--- src/ksc_pkg.sv ---
// Shared types, codes and character helpers for the keyword substitution cipher.
`default_nettype none

package ksc_pkg;

  localparam int unsigned Letters = 26;
  localparam int unsigned LetterW = $clog2(Letters);
  localparam int unsigned ByteW   = 8;

  localparam logic [ByteW-1:0] CharUpperA = 8'h41;
  localparam logic [ByteW-1:0] CharUpperZ = 8'h5A;
  localparam logic [ByteW-1:0] CharLowerA = 8'h61;
  localparam logic [ByteW-1:0] CharLowerZ = 8'h7A;

  typedef logic [LetterW-1:0] letter_t;

  typedef enum logic [1:0] {
    OP_KEYWORD   = 2'd0,
    OP_FINISH    = 2'd1,
    OP_TRANSFORM = 2'd2
  } op_e;

  typedef enum logic {
    ST_IDLE = 1'b0,
    ST_FILL = 1'b1
  } ksc_state_e;

  typedef struct packed {
    logic    is_letter;
    logic    is_lower;
    letter_t idx;
  } char_class_t;

  function automatic char_class_t classify(input logic [ByteW-1:0] b);
    char_class_t     c;
    logic [ByteW-1:0] diff;
    c    = '0;
    diff = '0;
    if (b >= CharUpperA && b <= CharUpperZ) begin
      diff        = b - CharUpperA;
      c.is_letter = 1'b1;
      c.idx       = diff[LetterW-1:0];
    end else if (b >= CharLowerA && b <= CharLowerZ) begin
      diff        = b - CharLowerA;
      c.is_letter = 1'b1;
      c.is_lower  = 1'b1;
      c.idx       = diff[LetterW-1:0];
    end
    return c;
  endfunction

endpackage

`default_nettype wire

--- src/keyword_substitution_cipher_top.sv ---
// Keyword substitution cipher: key build, key/inverse memories and transform pipeline.
// Usage:
//   Input words carry op_i and byte_in_i. op KEYWORD appends the uppercased
//   letter to the key if not yet used (a keyword after a finished key starts a
//   new key); op FINISH appends the unused letters Z down to A; op TRANSFORM
//   enciphers a byte, or deciphers it when decrypt mode is set. Code 3 is
//   accepted and dropped. Only TRANSFORM gives an output word.
//   Key and inverse tables live in two 26x5 synchronous RAMs; the inverse
//   entry is written together with each key entry.
//   Throughput: keyword and transform words are taken one per cycle while in_stall_o
//   is low. A finish word is followed by a walk over the letters Z down to A
//   (at most one RAM write per cycle) during which in_stall_o is high.
//   Output path: a transform word passes the RAM read register, then the
//   output register.
//   Receiver stall: the output register holds its word; one more transform
//   waits in the read stage, then in_stall_o rises.
//   Reset clears the key state, decrypt mode and all valids; the tables are
//   not cleared; their read data is only used once a key is finished.
//   Config: cfg_decrypt_mode_i is taken whenever cfg_valid_i is high
//   (cfg_ready_o is always high); write it only while the block is idle.
`default_nettype none

module keyword_substitution_cipher_top
  import ksc_pkg::*;
(
  input  wire logic               clk_i,
  input  wire logic               rst_ni,
  input  wire logic               cfg_valid_i,
  output logic                    cfg_ready_o,
  input  wire logic               cfg_decrypt_mode_i,
  input  wire logic               in_valid_i,
  output logic                    in_stall_o,
  input  wire logic [1:0]         op_i,
  input  wire logic [ByteW-1:0]   byte_in_i,
  output logic                    out_valid_o,
  input  wire logic               out_stall_i,
  output logic [ByteW-1:0]        byte_out_o,
  output logic                    key_ready_o
);

  localparam logic [LetterW:0] FillFull = (LetterW+1)'(Letters);
  localparam letter_t          LastLetter = LetterW'(Letters - 1);

  ksc_state_e state_q, state_d;

  letter_t          cnt_q, cnt_d;
  logic [Letters-1:0] used_q, used_d;
  logic [LetterW:0] fill_q, fill_d;
  logic             done_q, done_d;
  logic             dec_q;

  logic walk_active;
  logic in_acc;
  logic s1_adv;

  char_class_t cc;
  op_e         op;

  logic    wr_en;
  letter_t wr_pos;
  letter_t wr_letter;
  logic    rd_en;

  letter_t key_mem [Letters];
  letter_t inv_mem [Letters];
  letter_t key_rd_q;
  letter_t inv_rd_q;

  logic             s1_valid_q;
  logic [ByteW-1:0] s1_byte_q;
  logic             s1_letter_q;
  logic             s1_lower_q;
  logic             s1_done_q;
  logic             s1_inv_q;

  logic             out_valid_q;
  logic [ByteW-1:0] out_byte_q;
  logic             out_ready_q;
  letter_t          mapped;
  logic [ByteW-1:0] out_byte_d;

  assign cc     = classify(byte_in_i);
  assign op     = op_e'(op_i);
  assign s1_adv = s1_valid_q && (!out_valid_q || !out_stall_i);
  assign in_acc = in_valid_i && !in_stall_o;
  assign rd_en  = in_acc && (op == OP_TRANSFORM);

  // FSM next state
  always_comb begin
    state_d = state_q;
    unique case (state_q)
      ST_IDLE: begin
        if (in_acc && op == OP_FINISH) state_d = ST_FILL;
      end
      ST_FILL: begin
        if (cnt_q == '0) state_d = ST_IDLE;
      end
      default: state_d = ST_IDLE;
    endcase
  end

  // FSM outputs
  always_comb begin
    walk_active = 1'b0;
    in_stall_o  = s1_valid_q && !s1_adv;
    unique case (state_q)
      ST_IDLE: ;
      ST_FILL: begin
        walk_active = 1'b1;
        in_stall_o  = 1'b1;
      end
      default: in_stall_o = 1'b1;
    endcase
  end

  // key state update and RAM write port
  always_comb begin
    cnt_d     = cnt_q;
    used_d    = used_q;
    fill_d    = fill_q;
    done_d    = done_q;
    wr_en     = 1'b0;
    wr_pos    = fill_q[LetterW-1:0];
    wr_letter = cnt_q;
    if (walk_active) begin
      if (!used_q[cnt_q]) begin
        wr_en             = 1'b1;
        used_d[cnt_q]     = 1'b1;
        fill_d            = fill_q + 1'b1;
      end
      cnt_d = cnt_q - 1'b1;
      if (cnt_q == '0) done_d = 1'b1;
    end else if (in_acc) begin
      case (op)
        OP_KEYWORD: begin
          // a keyword word after a finished key starts over
          if (done_q) begin
            used_d = '0;
            fill_d = '0;
          end
          done_d = 1'b0;
          if (cc.is_letter && !used_d[cc.idx]) begin
            wr_en           = 1'b1;
            wr_pos          = fill_d[LetterW-1:0];
            wr_letter       = cc.idx;
            used_d[cc.idx]  = 1'b1;
            fill_d          = fill_d + 1'b1;
          end
        end
        OP_FINISH: cnt_d = LastLetter;
        default: ;
      endcase
    end
  end

  always_ff @(posedge clk_i or negedge rst_ni) begin
    if (!rst_ni) begin
      state_q <= ST_IDLE;
      cnt_q   <= '0;
      used_q  <= '0;
      fill_q  <= '0;
      done_q  <= 1'b0;
      dec_q   <= 1'b0;
    end else begin
      state_q <= state_d;
      cnt_q   <= cnt_d;
      used_q  <= used_d;
      fill_q  <= fill_d;
      done_q  <= done_d;
      if (cfg_valid_i) dec_q <= cfg_decrypt_mode_i;
    end
  end

  assign cfg_ready_o = 1'b1;

  // key and inverse tables; inverse entry written with its key entry
  always_ff @(posedge clk_i) begin
    if (wr_en) begin
      key_mem[wr_pos]    <= wr_letter;
      inv_mem[wr_letter] <= wr_pos;
    end
    if (rd_en) begin
      key_rd_q <= key_mem[cc.idx];
      inv_rd_q <= inv_mem[cc.idx];
    end
  end

  // read stage
  always_ff @(posedge clk_i or negedge rst_ni) begin
    if (!rst_ni) begin
      s1_valid_q <= 1'b0;
    end else if (rd_en) begin
      s1_valid_q <= 1'b1;
    end else if (s1_adv) begin
      s1_valid_q <= 1'b0;
    end
  end

  always_ff @(posedge clk_i) begin
    if (rd_en) begin
      s1_byte_q   <= byte_in_i;
      s1_letter_q <= cc.is_letter;
      s1_lower_q  <= cc.is_lower;
      s1_done_q   <= done_q;
      s1_inv_q    <= dec_q;
    end
  end

  // output stage
  assign mapped = s1_inv_q ? inv_rd_q : key_rd_q;

  always_comb begin
    out_byte_d = s1_byte_q;
    if (s1_done_q && s1_letter_q) begin
      out_byte_d = (s1_lower_q ? CharLowerA : CharUpperA) + {{(ByteW-LetterW){1'b0}}, mapped};
    end
  end

  always_ff @(posedge clk_i or negedge rst_ni) begin
    if (!rst_ni) begin
      out_valid_q <= 1'b0;
    end else if (s1_adv) begin
      out_valid_q <= 1'b1;
    end else if (!out_stall_i) begin
      out_valid_q <= 1'b0;
    end
  end

  always_ff @(posedge clk_i) begin
    if (s1_adv) begin
      out_byte_q  <= out_byte_d;
      out_ready_q <= s1_done_q;
    end
  end

  assign out_valid_o = out_valid_q;
  assign byte_out_o  = out_byte_q;
  assign key_ready_o = out_ready_q;

  // checks
  a_fill_bound: assert property (@(posedge clk_i) disable iff (!rst_ni)
    fill_q <= FillFull)
    else $error("fill position past table end");

  a_done_full: assert property (@(posedge clk_i) disable iff (!rst_ni)
    done_q |-> (fill_q == FillFull && used_q == '1))
    else $error("finished key without all letters placed");

  a_walk_ends_done: assert property (@(posedge clk_i) disable iff (!rst_ni)
    (state_q == ST_FILL && cnt_q == '0) |=> (done_q && state_q == ST_IDLE))
    else $error("walk did not finish the key");

  a_no_write_on_read: assert property (@(posedge clk_i) disable iff (!rst_ni)
    rd_en |-> !wr_en)
    else $error("table write and read in the same cycle");

  // read data only matters once a key is finished and every entry is written
  a_s1_hold: assert property (@(posedge clk_i) disable iff (!rst_ni)
    (s1_valid_q && s1_done_q && !s1_adv) |=>
      (s1_valid_q && $stable(key_rd_q) && $stable(inv_rd_q)))
    else $error("pending read data lost");

endmodule

`default_nettype wire
--- config.mk ---
export PLATFORM = sky130hd
export DESIGN_NAME = keyword_substitution_cipher_top
export DESIGN_NICKNAME = d
export VERILOG_FILES = /design/src/ksc_pkg.sv /design/src/keyword_substitution_cipher_top.sv
export SDC_FILE = /design/constraint.sdc
export NUM_CORES = 1
export LEC_CHECK = 0
export ABC_AREA = 1
export ABC_CLOCK_PERIOD_IN_PS = 4000
export CAP_MARGIN = 20
export CORE_MARGIN = 3
export CORE_UTILIZATION = 40
export DETAILED_ROUTE_END_ITERATION = 8
export DONT_BUFFER_PORTS = 1
export PLACE_DENSITY = 0.61
export SYNTH_ARGS = -nofsm -noshare
export SYNTH_HDL_FRONTEND = slang
export SYNTH_SLANG_ARGS = --single-unit
export TNS_END_PERCENT = 100
--- constraint.sdc ---
create_clock -name clk_i -period 4 [get_ports clk_i]
set_input_delay 0.4 -clock clk_i [delete_from_list [all_inputs] [get_ports clk_i]]
set_output_delay 0.4 -clock clk_i [all_outputs]
set_load 0.05 [all_outputs]
==> results by group <==
Worst setup path
  – Worst-path fanout max: 19
  – Slowest cell on crit path: dfrtp_1
  – Req. time, crit path: 4.16 ns
  – Crit Path Class: register to register
  – Max incr delay on CP: 0.60 ns
  – CP arrival: 3.45 ns
  – CP Launch Type: register
  – Critical path cell sequence: buf_4 > nor2_1 > nand3b_1 > nand3_1 > nand2_1 > nand2_1 > nand2_2 > nor2_8 > nand3_4 > nand2_4 > nand3_2 > nor2_1
  – Setup crit end kind: register

Timing
  – Worst Setup Slack, final: around 0.71 ns
  – Worst Tran Pin Value: around 0.96 ns
  – Final Cycle Share: 82.2%
  – Final setup fails: 0
  – Max Freq: 0.304 GHz
  – Setup TNS: 0 ns
  – Unrepaired setup endpoints after global routing: false
  – Relative max-transition margin: roughly 36%
  – Crit path time final: 3.29 ns
  – Min Hold Slack: 0.0338 ns
  – Fin. Hold Viols: 0
  – Max-slew violations: 0
  – Clock skew: 0.0130 ns

Clocking
  – CTS tree: done
  – TritonCTS buffer count: 38
  – H-Tree Depth: 2
  – Worst-Skew Late Latency: 0.53 ns
  – Clock Path Buffers: 3
  – CTS clk-pin slew, worst paths: about 0.060 ns
  – CTS root buf: clkbuf_16
  – Post_cts resized: 0
  – Hold Buf Count CTS: 11
  – Postcts setup bufs: 0
  – Clk sink count: roughly 330

Cells and area
  – Commonest cells after routing, fill and taps aside: edfxtp_1, nand2_1, nor2_1
  – Commonest non-fill, non-tap cell in the layout: edfxtp_1
  – Area Growth Syn to Fin: 13.1%
  – Layout Cells excl Fill: between 1500 and 2000
  – Post-layout util: 46.0%
  – Layout cells sized above 1: 11.8%
  – Fill cells: 3349
  – # diodes: 0
  – Total Nets Final: 1372
  – FF/Latch Area: 0.00976 sq mm
  – Multi-input gate area: 0.00456 sq mm
  – Final Cell Area: ~0.017 sq mm

Power and ir drop
  – Tot Pwr: around 11 mW
  – Pwr/cell area: 666 mW/mm^2
  – Leak: 5.95 nW
  – Max VDD drop: 283 uV

Placed design
  – DP Worst Slack: 0.288 ns
  – Post-Place Cells: 1762
  – HPWL Detailed: 25800 microns
  – Placed cell areas: ~0.016 sq mm
  – Routability cong.: around 0.92
  – I/O Buffers: 0

Synth
  – Synth Cell Area: between 0.01 and 0.015 sq mm
  – Yosys warns: 0
  – Post-synthesis cell count: 1320
  – Synth Net Count: 1346
  – Post-synth cell types: ~50
  – Syn_area_per_cell: 11.3 sq um
  – Number of flops mapped to enable cells by yosys: 291
  – Number of synthesized register bits: between 300 and 400
  – Sequential fraction of the synthesis area: 65.2%
  – Most common flop cell mapped by yosys: edfxtp_1
  – Ys async rst share: between 10% and 20%

Routing
  – DR vias: 10500
  – Drt pass-1 iters: 7
  – Initial DRC Count: between 1000 and 1500
  – Vias/cell: 5.68
  – Per-cell routed wire length: 21.0 microns
  – DRC errors left: 0
  – Top layer reached by signal wires: met4
  – Final wirelength: 38700 microns
  – Post-DRT Antenna Nets: 0
  – Met2 Routed Length: 18100 microns
  – M1 WL: around 17000 microns
  – DR WL met3: 2720 microns

GRT
  – GRT Resource Usage Total: 19.5%
  – Vias in the first global route: between 10000 and 15000
  – GRT overflow: 0
  – Initial antenna violation count: 0
  – Largest net degree at the start of global routing: 52
  – First-pass GRT wire length: 59800 microns

Floorplanning
  – Ports: 28
  – Die ar.: roughly 0.040 sq mm
  – Initial Utilization: 40.7%
  – Chip width: 199 microns
  – Core Rows: 70
  – Die height: 199 microns
  – CORE AREA: 0.0368 sq mm

Flow run
  – Max-Cap Viols: 0

Run status
  – Status: complete, no violations

Hold path
  – Min-delay worst type: primary input to register
## path summary, 6_finish.rpt
kind | start | endpoint | slack [ns] | cells past startpoint
min reg2reg | dec_q$_DFFE_PN0P_ | s1_inv_q$_DFFE_PP_ | 0.45 | 0
min in group asynchronous | rst_ni | used_q[2]$_DFFE_PN0P_ | 0.41 | 2
max in group asynchronous | rst_ni | dec_q$_DFFE_PN0P_ | 3.37 | 2
max reg2reg | done_q$_DFFE_PN0P_ | key_mem[4][3]$_DFFE_PP_ | 0.71 | 12
max | done_q$_DFFE_PN0P_ | key_mem[4][3]$_DFFE_PP_ | 0.71 | 12
min | cfg_decrypt_mode_i | dec_q$_DFFE_PN0P_ | 0.03 | 1
## kinds of logic after synthesis
logic type      share of synthesized area (%)
other cells                            0.0250
mux                                    0.0752
fa+ha+maj                               0.836
buf+inv                                  4.49
xor+xnor                                0.527
compound gates                           13.9
flops                                    65.2
simple gates                             14.9
## sequential cells by signal, summed over array words and instances (netlist names)
| name | count |
|---|---|
| used_q | 26 |
| out_valid_o | 1 |
| inv_mem | 130 |
| s1_inv_q | 1 |
| state_q | 1 |
| byte_out_o | 8 |
| inv_rd_q | 5 |
| s1_valid_q | 1 |
| fill_q | 5 |
| s1_letter_q | 1 |
| key_ready_o | 1 |
| key_rd_q | 5 |
| s1_done_q | 1 |
| dec_q | 1 |
| cnt_q | 5 |
| s1_byte_q | 8 |
| s1_lower_q | 1 |
| done_q | 1 |
| key_mem | 130 |
## worst max-delay path: cells and delay by family, from the launching register on
kind	cells	cell delay, ns
AND/OR/NAND/NOR	11	1.99
buffers and inverters	1	0.32
flip-flops	1	0.60
## cells in the mapped netlist (2+ instances only)
library cell | instances | area share [%]
dfrtp_1 | 41 | 6.9
nand3_2 | 7 | 0.47
nand3b_1 | 7 | 0.35
nor2_8 | 2 | 0.27
o31ai_1 | 4 | 0.20
edfxtp_1 | 291 | 58
inv_1 | 86 | 2.2
buf_2 | 3 | 0.10
nand4_2 | 5 | 0.42
a31oi_1 | 3 | 0.13
ha_1 | 10 | 0.84
xor2_1 | 8 | 0.47
inv_2 | 7 | 0.18
nor2_4 | 2 | 0.15
a22oi_1 | 118 | 5.9
nand3_1 | 35 | 1.2
a21oi_1 | 93 | 3.1
buf_6 | 4 | 0.30
or2_2 | 2 | 0.084
nand2_4 | 6 | 0.45
o22ai_1 | 5 | 0.21
clkinv_1 | 6 | 0.15
o2111ai_1 | 12 | 0.70
nand2_2 | 15 | 0.63
clkbuf_1 | 46 | 1.2
nor2_1 | 152 | 3.8
buf_1 | 5 | 0.13
buf_4 | 3 | 0.15
nand3_4 | 5 | 0.58
nand4_1 | 17 | 0.71
nor2_2 | 3 | 0.13
o21ai_0 | 98 | 3.3
o21ai_1 | 4 | 0.13
nor3_1 | 13 | 0.43
nand2_1 | 188 | 4.7
## metal layers
metal | up-vias | global-route usage [%]
li1 | 4831 | -
met1 | 5139 | 27.6
met2 | 426 | 31.4
met3 | 68 | 3.03
met4 | 0 | 5.74
met5 | - | 0
## report_power, final
part	internal, mW	total, mW	switching [mW]
clock network	1.95	3.34	1.39
logic	0.761	3.10	2.34
registers	4.58	4.84	0.258
## layout make-up
class                           count  share of cell area, %
Clock inverter                     25                   1.37
Sequential cell                   332                   57.6
Tap cell                          468                   3.46
Multi-Input combinational cell    826                   26.9
Clock buffer                       42                   5.70
Inverter                          100                   2.23
Timing Repair Buffer               48                   2.66
Power figures use the tool's default switching activity.
